**src/rtl/rpa_pkg.sv**
```systemverilog
// Shared constants, codes and types of the reference-counted page allocator.
`timescale 1ns / 1ps

package rpa_pkg;

  localparam int NUM_PAGES  = 32768;
  localparam int PAGE_SHIFT = 12;
  localparam int COUNT_BITS = 8;

  localparam int IDX_W   = $clog2(NUM_PAGES);
  localparam int DEPTH_W = $clog2(NUM_PAGES + 1);
  // page number of a 33-bit address: room for the page just past 4 GiB
  localparam int PN_W    = 33 - PAGE_SHIFT;

  localparam logic [31:0] PAGE_MASK = 32'((64'd1 << PAGE_SHIFT) - 64'd1);
  localparam logic [COUNT_BITS-1:0] COUNT_MAX = '1;

  // configuration register indexes
  localparam logic [1:0] CFG_REGION_BASE = 2'd0;
  localparam logic [1:0] CFG_FIRST_FREE  = 2'd1;
  localparam logic [1:0] CFG_LIMIT       = 2'd2;

  localparam logic [31:0] RST_REGION_BASE = 32'h8000_0000;
  localparam logic [31:0] RST_FIRST_FREE  = 32'h8002_0000;
  localparam logic [31:0] RST_LIMIT       = 32'h8800_0000;

  localparam logic [2:0] ACT_INIT    = 3'd0;
  localparam logic [2:0] ACT_ALLOC   = 3'd1;
  localparam logic [2:0] ACT_CALLOC  = 3'd2;
  localparam logic [2:0] ACT_FREE    = 3'd3;
  localparam logic [2:0] ACT_CFREE   = 3'd4;
  localparam logic [2:0] ACT_ADD_REF = 3'd5;

  localparam logic [2:0] STAT_OK    = 3'd0;
  localparam logic [2:0] STAT_BAD   = 3'd1;
  localparam logic [2:0] STAT_EMPTY = 3'd2;
  localparam logic [2:0] STAT_OVER  = 3'd3;
  localparam logic [2:0] STAT_SAT   = 3'd4;

  typedef enum logic [2:0] {
    S_CLEAR,
    S_IDLE,
    S_DECODE,
    S_EXEC,
    S_POP_WAIT,
    S_CNT_WAIT,
    S_INIT
  } fsm_t;

  typedef struct packed {
    logic             ok;
    logic [IDX_W-1:0] idx;
  } page_chk_t;

endpackage

```
**src/rtl/rpa_page_check.sv**
```systemverilog
// Page address check: alignment, bounds and page index within the reference table.
`timescale 1ns / 1ps

module rpa_page_check import rpa_pkg::*; (
  input  logic [31:0] page_addr,
  input  logic [31:0] region_base,
  input  logic [31:0] first_free_addr,
  input  logic [31:0] limit_addr,
  output page_chk_t   chk
);

  logic [31:0] base_al;
  logic [31:0] rel;

  always_comb begin
    base_al = region_base & ~PAGE_MASK;
    rel     = page_addr - base_al;
    chk.ok  = ((page_addr & PAGE_MASK) == 32'd0) &&
              (page_addr >= first_free_addr) &&
              (page_addr < limit_addr) &&
              (page_addr >= base_al) &&
              ((rel >> PAGE_SHIFT) < 32'(NUM_PAGES));
    chk.idx = rel[PAGE_SHIFT +: IDX_W];
  end

endmodule

```
**config.mk**
```make
export PLATFORM = sky130hd
export DESIGN_NAME = rpa_page_check
export DESIGN_NICKNAME = d
export VERILOG_FILES = /design/src/rtl/rpa_pkg.sv /design/src/rtl/rpa_page_check.sv
export SDC_FILE = /design/constraint.sdc
export NUM_CORES = 1
export LEC_CHECK = 0
export BUFFER_PORTS_ARGS = -buffer_cell sky130_fd_sc_hd__buf_4
export CORE_AREA = 2 2 81 83
export DETAILED_ROUTE_END_ITERATION = 10
export DIE_AREA = 0 0 83 85
export GPL_TIMING_DRIVEN = 1
export PLACE_DENSITY = 0.79
export SLEW_MARGIN = 20
export SYNTH_ARGS = -nofsm -noshare
export SYNTH_HDL_FRONTEND = slang
export SYNTH_SLANG_ARGS = --single-unit
```
**constraint.sdc**
```tcl
create_clock -name vclk -period 3.5
set_clock_uncertainty 0.1 [all_clocks]
set_input_delay 0.525 -clock vclk [all_inputs]
set_output_delay 0.525 -clock vclk [all_outputs]
set_load 0.05 [all_outputs]
```
==> results of run 1 <==
## final cells by class
| class | instances | area, um2 | share of cell area, % |
|---|---|---|---|
| tap | 77 | 96.3 | 2.39 |
| timing repair buffer | 151 | 1140 | 28.2 |
| inverter | 90 | 338 | 8.36 |
| multi-input combinational | 299 | 2470 | 61.1 |
## worst paths after layout
check | to | depth (start not counted) | startpoint | slack (ns)
setup / recovery | chk[15] | 11 | page_addr[7] | 0.06
hold / removal | chk[0] | 4 | region_base[12] | 1.40
## cells in the mapped netlist, types with 4 or more instances
cell type,number
nand2_1,19
nand4_1,15
nand2b_1,6
xnor2_1,10
nor2_1,27
nor4_1,4
a21oi_1,35
a21o_1,19
inv_1,90
nor3_1,4
a211oi_1,5
ha_1,83
o21ai_0,15
nand3_1,9
nor2b_1,6
o21bai_1,4
## cells by family after synthesis
group	Yosys count	synth area share, %
muxes	2	0.739
adders and majority gates	84	39.1
and+or+nand+nor	98	18.2
AOI/OAI and AO/OA	102	24.9
xor gates and xnor gates	13	4.20
buffers and inverters	93	12.9
## layout by cell type, fill, tap and decap left out, drive strengths merged, types with 6 or more instances in the layout
cell and n:
xnor2 10, nand2 19, buf 151, a21o 19
o21ai 15, nand4 15, nor2b 6, inv 90
nand2b 6, nor2 27, a21oi 37, ha 83
nand3 9
## critical path: stages
cell	delay, ns
buf_4	0.13
ha_4	0.24
a21oi_2	0.14
o22ai_1	0.10
or4_4	0.49
a21oi_2	0.14
o31ai_2	0.11
a2111oi_2	0.29
nand4_1	0.19
a2111oi_4	0.23
buf_6	0.21
## repair_timing
item                                   CTS  global route
pin swaps                                4             6
buffers inserted                         1             1
setup endpoints to repair                2             3
resized for setup                        7            18
endpoints found under the hold margin    0             0
## per-stage QoR
step	utilization, %	power (mW)	cells	setup TNS (ns)
after floorplan	-	0.422	392	0
final	65.1	0.712	617	0
after detailed placement	63.3	0.685	615	-0.0723
after CTS	64.1	0.696	616	0
after global routing	65.1	0.781	617	-0.0142
after global placement	63.3	0.667	615	0
## per-layer routing
layer / global-route usage (%) / up-vias
met3: 2.43 / 14
li1: - / 1672
met4: 3.73 / 0
met2: 41.7 / 88
met5: 0 / -
met1: 26.1 / 1434
## power by group through the flow
stage               Clock (mW)  Combinational, mW  Sequential [mW]
floorplan                    0              0.422                0
global placement             0              0.667                0
detailed placement           0              0.685                0
CTS                          0              0.696                0
global route                 0              0.781                0
finish                       0              0.712                0
==> results.py, run 1 <==
metrics = {
    "status": {
        "run_status": "complete, no violations",
    },
    "timing": {
        "layout_setup_ws_ns": 0.0580,
        "setup_viol_count_final": 0,
        "holdWs_ns": 1.40,
        "period_needed_ns": 3.44,
        "rsz0062_at_grt": "yes",
        "period_share_pct": 98.3,
        "drv_slew": 0,
        "fmax_mhz": 291,
        "slew_headroom_pct": 68.6,
        "tightestPinTransition_ns": 0.459,
        "hold_viol_final": 0,
    },
    "setup_path": {
        "crit_fanout": 3,
        "critPathCaptureType": "output port",
        "worstPathRequired_ns": 2.87,
        "cp_data_arrival_time_ns": 2.82,
        "path_class": "in -> out",
        "start_kind": "input pin",
    },
    "logic_synthesis": {
        "synth_nets": 604,
        "post_synth.cell_area_avg_um2": 6.91,
        "yosysWarnings": 0,
        "synth_cell_types": 47,
        "synth.area.top_cells": "ha_1, inv_1, a21oi_1",
        "synthesis.area_mm2": 0.00271,
        "yosysTopAreaCellShare_pct": 38.3,
        "ys_seq_area_share_pct": 0,
        "yosys.area.top_type": "ha_1",
        "syn_inst": 392,
    },
    "detailed_routing": {
        "top_layer": "met4",
        "met2_length_um": 3900,
        "met1_length_um": 3370,
        "drc": 0,
        "drt-total-wl_um": 7870,
        "vias": 3208,
        "viasPerCell": 5.20,
        "drtAntennaViolNets": 0,
        "wl_per_cell_um": 12.8,
        "drt_iter0_drc": 89,
        "first_pass_iters": 4,
        "wl_met3_um": 444,
    },
    "floorplan": {
        "dieArea_mm2": 0.00706,
        "pin_count": 144,
        "die_height_um": 85,
        "coreArea_mm2": 0.00620,
        "rows": 29,
        "die_w_um": 83,
        "initial_utilization_pct": 43.7,
    },
    "clock_tree": {
        "cts_hold_buf": 0,
    },
    "min_path": {
        "min_path_type": "in -> out",
    },
    "global_routing": {
        "grt_max_degree": 11,
        "antenna_found_initial": 0,
        "grt_pass1_wl_um": 13400,
        "overflow": 0,
        "track_usage_pct": 21.7,
        "grt_pass1_vias": 3229,
    },
    "finish": {
        "nets": 754,
        "stdcell_area_mm2": 0.00404,
        "clkbuf_count": 0,
        "n_sequential_cell": 0,
        "antenna_cells": 0,
        "drive_above_1_share_pct": 32.4,
        "area_growth_pct": 49.1,
        "nFillCells": 560,
        "seq_area_um2": 0,
    },
    "power": {
        "power_frac_seq_pct": 0,
        "vdd_drop_max_uv": 221,
        "p_comb_share_pct": 100.0,
        "p_per_area_mw_per_mm2": 176,
        "clockPowerShare_pct": 0,
        "netSwitchingPower_mw": 0.389,
        "leakagePower_nw": 2.35,
        "p_sw_share_pct": 54.7,
        "internal_power_mw": 0.322,
    },
    "place": {
        "place_area_mm2": 0.00393,
        "post-place-ws_ns": -0.0643,
        "io_buffers": 132,
        "routabilityCongestion": 0.899,
        "hpwl_um": 7080,
    },
    "job": {
        "maxCapViolations": 0,
    },
}
Power figures use the tool's default switching activity.
==> run 2, diff against run 1 <==
- CORE_AREA: 2 2 81 83 -> 2 2 62 108
- DIE_AREA: 0 0 83 85 -> 0 0 64 110
- PLACE_DENSITY: 0.79 -> 0.78
==> run 2 against run 1 <==
Clock-buffer cell count is the same. Worst setup slack lost 0.058 ns. Combinational power grew 4.4%. First-iteration DRC count grew 11%. Sequential cell count is the same.
==> results.py, run 2 (synthesis results as in run 1) <==
metrics = {
    "status": {
        "run_status": "complete, no violations",
    },
    "detailed_routing": {
        "met2_length_um": 5380,
        "first_pass_iters": 4,
        "wl_per_cell_um": 14.2,
        "top_layer": "met4",
        "wl_met3_um": 451,
        "drc": 0,
        "drtAntennaViolNets": 0,
        "viasPerCell": 5.33,
        "met1_length_um": 2890,
        "drt-total-wl_um": 8900,
        "drt_iter0_drc": 99,
        "vias": 3349,
    },
    "finish": {
        "seq_area_um2": 0,
        "clkbuf_count": 0,
        "n_sequential_cell": 0,
        "nFillCells": 545,
        "area_growth_pct": 53.3,
        "multiInputGateArea_mm2": 0.00252,
        "final_common_cell": "buf_4",
        "drive_above_1_share_pct": 33.9,
        "antenna_cells": 0,
        "layout_common_cells": "buf_4, inv_1, ha_1",
        "nets": 762,
    },
    "timing": {
        "rsz0062_at_grt": "yes",
        "period_share_pct": 100,
        "fmax_mhz": 286,
        "setup_viol_count_final": 0,
        "hold_viol_final": 0,
        "period_needed_ns": 3.50,
        "drv_slew": 0,
        "slew_headroom_pct": 73.5,
        "holdWs_ns": 1.40,
        "tns_ns": 0,
        "tightestPinTransition_ns": 0.388,
    },
    "floorplan": {
        "initial_utilization_pct": 44.2,
        "die_height_um": 110,
        "dieArea_mm2": 0.00704,
        "pin_count": 144,
        "die_w_um": 64,
        "coreArea_mm2": 0.00613,
        "rows": 38,
    },
    "setup_path": {
        "crit_fanout": 3,
        "path_cells": "buf_4 > ha_4 > a21oi_1 > o22ai_1 > or4_1 > a21oi_2 > o31ai_4 > a2111oi_2 > nand4_1 > a2111oi_4 > buf_6",
        "slowest_delay_ns": 0.50,
        "cp_data_arrival_time_ns": 2.87,
        "start_kind": "input pin",
        "worstPathRequired_ns": 2.87,
        "critPathCaptureType": "output port",
        "slowest_stage": "or4_1",
        "path_class": "in -> out",
    },
    "power": {
        "p_comb_share_pct": 100.0,
        "clockPowerShare_pct": 0,
        "power_mw": 0.743,
        "leakagePower_nw": 2.39,
        "internal_power_mw": 0.335,
        "netSwitchingPower_mw": 0.408,
        "p_sw_share_pct": 54.9,
        "power_frac_seq_pct": 0,
        "p_per_area_mw_per_mm2": 179,
        "vdd_drop_max_uv": 107,
    },
    "min_path": {
        "min_path_cells": 4,
        "worstHoldEndpoint": "chk[0]",
        "min_from": "region_base[12]",
        "min_path_type": "in -> out",
    },
    "clock_tree": {
        "cts_hold_buf": 0,
    },
    "place": {
        "io_buffers": 132,
        "hpwl_um": 7920,
        "routabilityCongestion": 0.935,
    },
    "global_routing": {
        "antenna_found_initial": 0,
        "grt_max_degree": 8,
        "grt_pass1_wl_um": 14200,
        "grt_pass1_vias": 3443,
        "overflow": 0,
        "track_usage_pct": 24.7,
    },
    "job": {
        "maxCapViolations": 0,
    },
}
==> run 2: cell count changes in the layout (fill, tap and decap cells not counted), sizes merged <==
cell,before,now
buf,151,159
==> run 2: through the flow <==
stage	instances	util (%)	setup WS (ns)	cell area, um2
3_5_place_dp	627	65.2	-0.110	4000
5_1_grt	628	67.7	-0.104	4150
4_1_cts	627	66.4	0.00295	4080
2_1_floorplan	392	-	0.00708	2730
3_3_place_gp	627	65.2	-0.0494	4000
6_report	628	67.7	0.000402	4150
==> run 2: worst max path at each step <==
stage,start,end,slack [ns],depth (start not counted)
after detailed placement,page_addr[12],chk[14],-0.11,13
after global routing,region_base[13],chk[15],-0.10,12
after global placement,page_addr[17],chk[15],-0.05,12
final,page_addr[5],chk[15],0.0004,11
after floorplan,page_addr[12],chk[15],0.007,11
after CTS,limit_addr[5],chk[15],0.003,12
==> run 2: layout make-up <==
type,instances,share of cell area [%]
repair buffers,159,28.8
multi-input cells,299,60.6
inverters,90,8.13
well taps,80,2.41
==> run 2: power groups by stage <==
stage	logic (mW)	registers [mW]	clock network [mW]
after CTS	0.727	0	0
final	0.743	0	0
after floorplan	0.422	0	0
after global placement	0.691	0	0
after global routing	0.809	0	0
after detailed placement	0.709	0	0
==> run 2: timing repair <==
item	in CTS	in global routing
buffers inserted	0	1
gates cloned	0	0
gates resized for setup	15	15
endpoints found under the setup margin	2	2
pin swaps	4	8
==> run 2: critical path, delay by kind of cell <==
kind	cells	cell delay [ns]
adders and majority gates	1	0.23
and+or+nand+nor	2	0.70
AOI/OAI and AO/OA	6	1.06
buffers and inverters	2	0.34
==> run 2: metal layers <==
metal  vias to the layer above  global-route usage [%]
met5                         -                       0
met4                         0                    4.97
met3                        14                    2.74
met2                       107                    57.1
met1                      1543                    20.9
li1                       1685                       -
==> run 3, diff against run 2 <==
- CORE_AREA: 2 2 62 108 -> 2 2 75 131
- DIE_AREA: 0 0 64 110 -> 0 0 77 133
- MAX_ROUTING_LAYER: not set -> met4
- PLACE_DENSITY: 0.78 -> not set
==> run 3 against run 2 <==
Utilization decreased by 22 points. Maximum frequency increased by 1.9%. Total power increased by 1.5%. Global-route usage decreased by 6.8 points. Critical path depth increased by 1. Clock-buffer cell count unchanged. Non-clock buffer count increased by 2. Wire length increased by 5.3%. Via count decreased by 1.3%. Final cell count increased by 7.0%. Sequential share of layout area unchanged. Largest power group unchanged.
==> results.py, run 3 (synthesis results as in run 1) <==
metrics = {
    "finish": {
        "final_common_cell": "buf_4",
        "seq_area_um2": 0,
        "clkbuf_count": 0,
        "nets": 764,
        "final_cells": 672,
        "antenna_cells": 0,
        "drive_above_1_share_pct": 34.9,
        "n_sequential_cell": 0,
        "layout_common_cells": "buf_4, inv_1, ha_1",
        "area_growth_pct": 58.0,
        "finalCoreUtilization_pct": 46.1,
    },
    "power": {
        "leakagePower_nw": 2.41,
        "p_per_area_mw_per_mm2": 176,
        "vdd_drop_max_uv": 84.0,
    },
    "setup_path": {
        "path_class": "in -> out",
        "cp_data_arrival_time_ns": 2.81,
        "cpLargestDelayFamily": "compound AO/OA/AOI/OAI gates",
        "critPathCaptureType": "output port",
        "cp_common_cell": "a21oi_2",
        "worstPathRequired_ns": 2.87,
        "path_cells": "buf_4 > inv_2 > ha_4 > a21oi_2 > o22ai_1 > or4_1 > a21oi_2 > o31ai_4 > a2111oi_2 > nand4_1 > a2111oi_4 > buf_6",
        "crit_fanout": 2,
        "start_kind": "input pin",
        "cp.buffers_inverters": 3,
        "slowest_delay_ns": 0.49,
        "slowest_stage": "or4_1",
        "cp.depth": 12,
    },
    "detailed_routing": {
        "first_pass_iters": 6,
        "drc": 0,
        "wl_per_cell_um": 13.9,
        "vias": 3305,
        "drt_iter0_drc": 49,
        "drt-total-wl_um": 9370,
        "drtAntennaViolNets": 0,
        "viasPerCell": 4.92,
    },
    "status": {
        "run_status": "complete, no violations",
    },
    "clock_tree": {
        "cts_hold_buf": 0,
    },
    "global_routing": {
        "grt_pass1_wl_um": 14800,
        "overflow": 0,
        "antenna_found_initial": 0,
        "track_usage_pct": 17.8,
        "grt_max_degree": 11,
        "grt_pass1_vias": 3480,
    },
    "floorplan": {
        "rows": 47,
        "pin_count": 144,
        "die_height_um": 133,
        "coreArea_mm2": 0.00929,
        "initial_utilization_pct": 29.2,
        "dieArea_mm2": 0.0102,
        "die_w_um": 77,
    },
    "place": {
        "hpwl_um": 8430,
        "placed_cells": 668,
        "routabilityCongestion": 0.915,
        "io_buffers": 132,
    },
    "timing": {
        "rsz0062_at_grt": "yes",
        "period_share_pct": 98.2,
        "hold_viol_final": 0,
        "period_needed_ns": 3.44,
        "holdWs_ns": 1.40,
        "tns_ns": 0,
        "drv_slew": 0,
        "fmax_mhz": 291,
        "slew_headroom_pct": 74.2,
        "tightestPinTransition_ns": 0.377,
        "setup_viol_count_final": 0,
    },
    "job": {
        "maxCapViolations": 0,
    },
    "min_path": {
        "min_path_cells": 4,
        "min_path_type": "in -> out",
    },
}
[run 3: area by class of cell]
class	instances	area (um2)
fill	1018	5010
tap	122	153
multi-input combinational	299	2560
inverter	90	340
timing repair buffer	161	1230
[run 3: metal layers]
metal,track usage (%),up-vias,routed length (um)
li1,-,1690,-
met3,1.91,16,466
met2,39.6,112,5580
met1,15.3,1487,3060
met4,2.78,0,263
met5,-,-,0
[run 3: path summary, 6_finish.rpt]
kind                   startpoint       to  slack [ns]
setup / recovery    limit_addr[5]  chk[15]        0.06
hold / removal    region_base[12]   chk[0]        1.40
[run 3: through the flow]
stage                     total power [mW]  area [um2]  worst slack, ns
final                                0.754        4280           0.0646
after global placement               0.697        4050           -0.115
after detailed placement             0.711        4050           -0.166
after floorplan                      0.422        2730          0.00708
after CTS                            0.728        4110         -0.00435
after global routing                 0.825        4280          -0.0625
[run 3: worst min-delay path, delay by kind of cell]
| kind | cells | cell delay [ns] |
|---|---|---|
| fa+ha+maj | 1 | 0.15 |
| buf+inv | 3 | 0.30 |
[run 3: power by group]
part / switching (mW) / internal [mW]
clock: 0 / 0
sequential: 0 / 0
combinational: 0.410 / 0.344
total: 0.410 / 0.344
[run 3: repair_timing]
item / CTS / global route
buffers inserted: 3 / 1
cloned: 0 / 0
pin swaps: 4 / 10
gates resized for setup: 12 / 29
setup endpoints to repair: 2 / 3
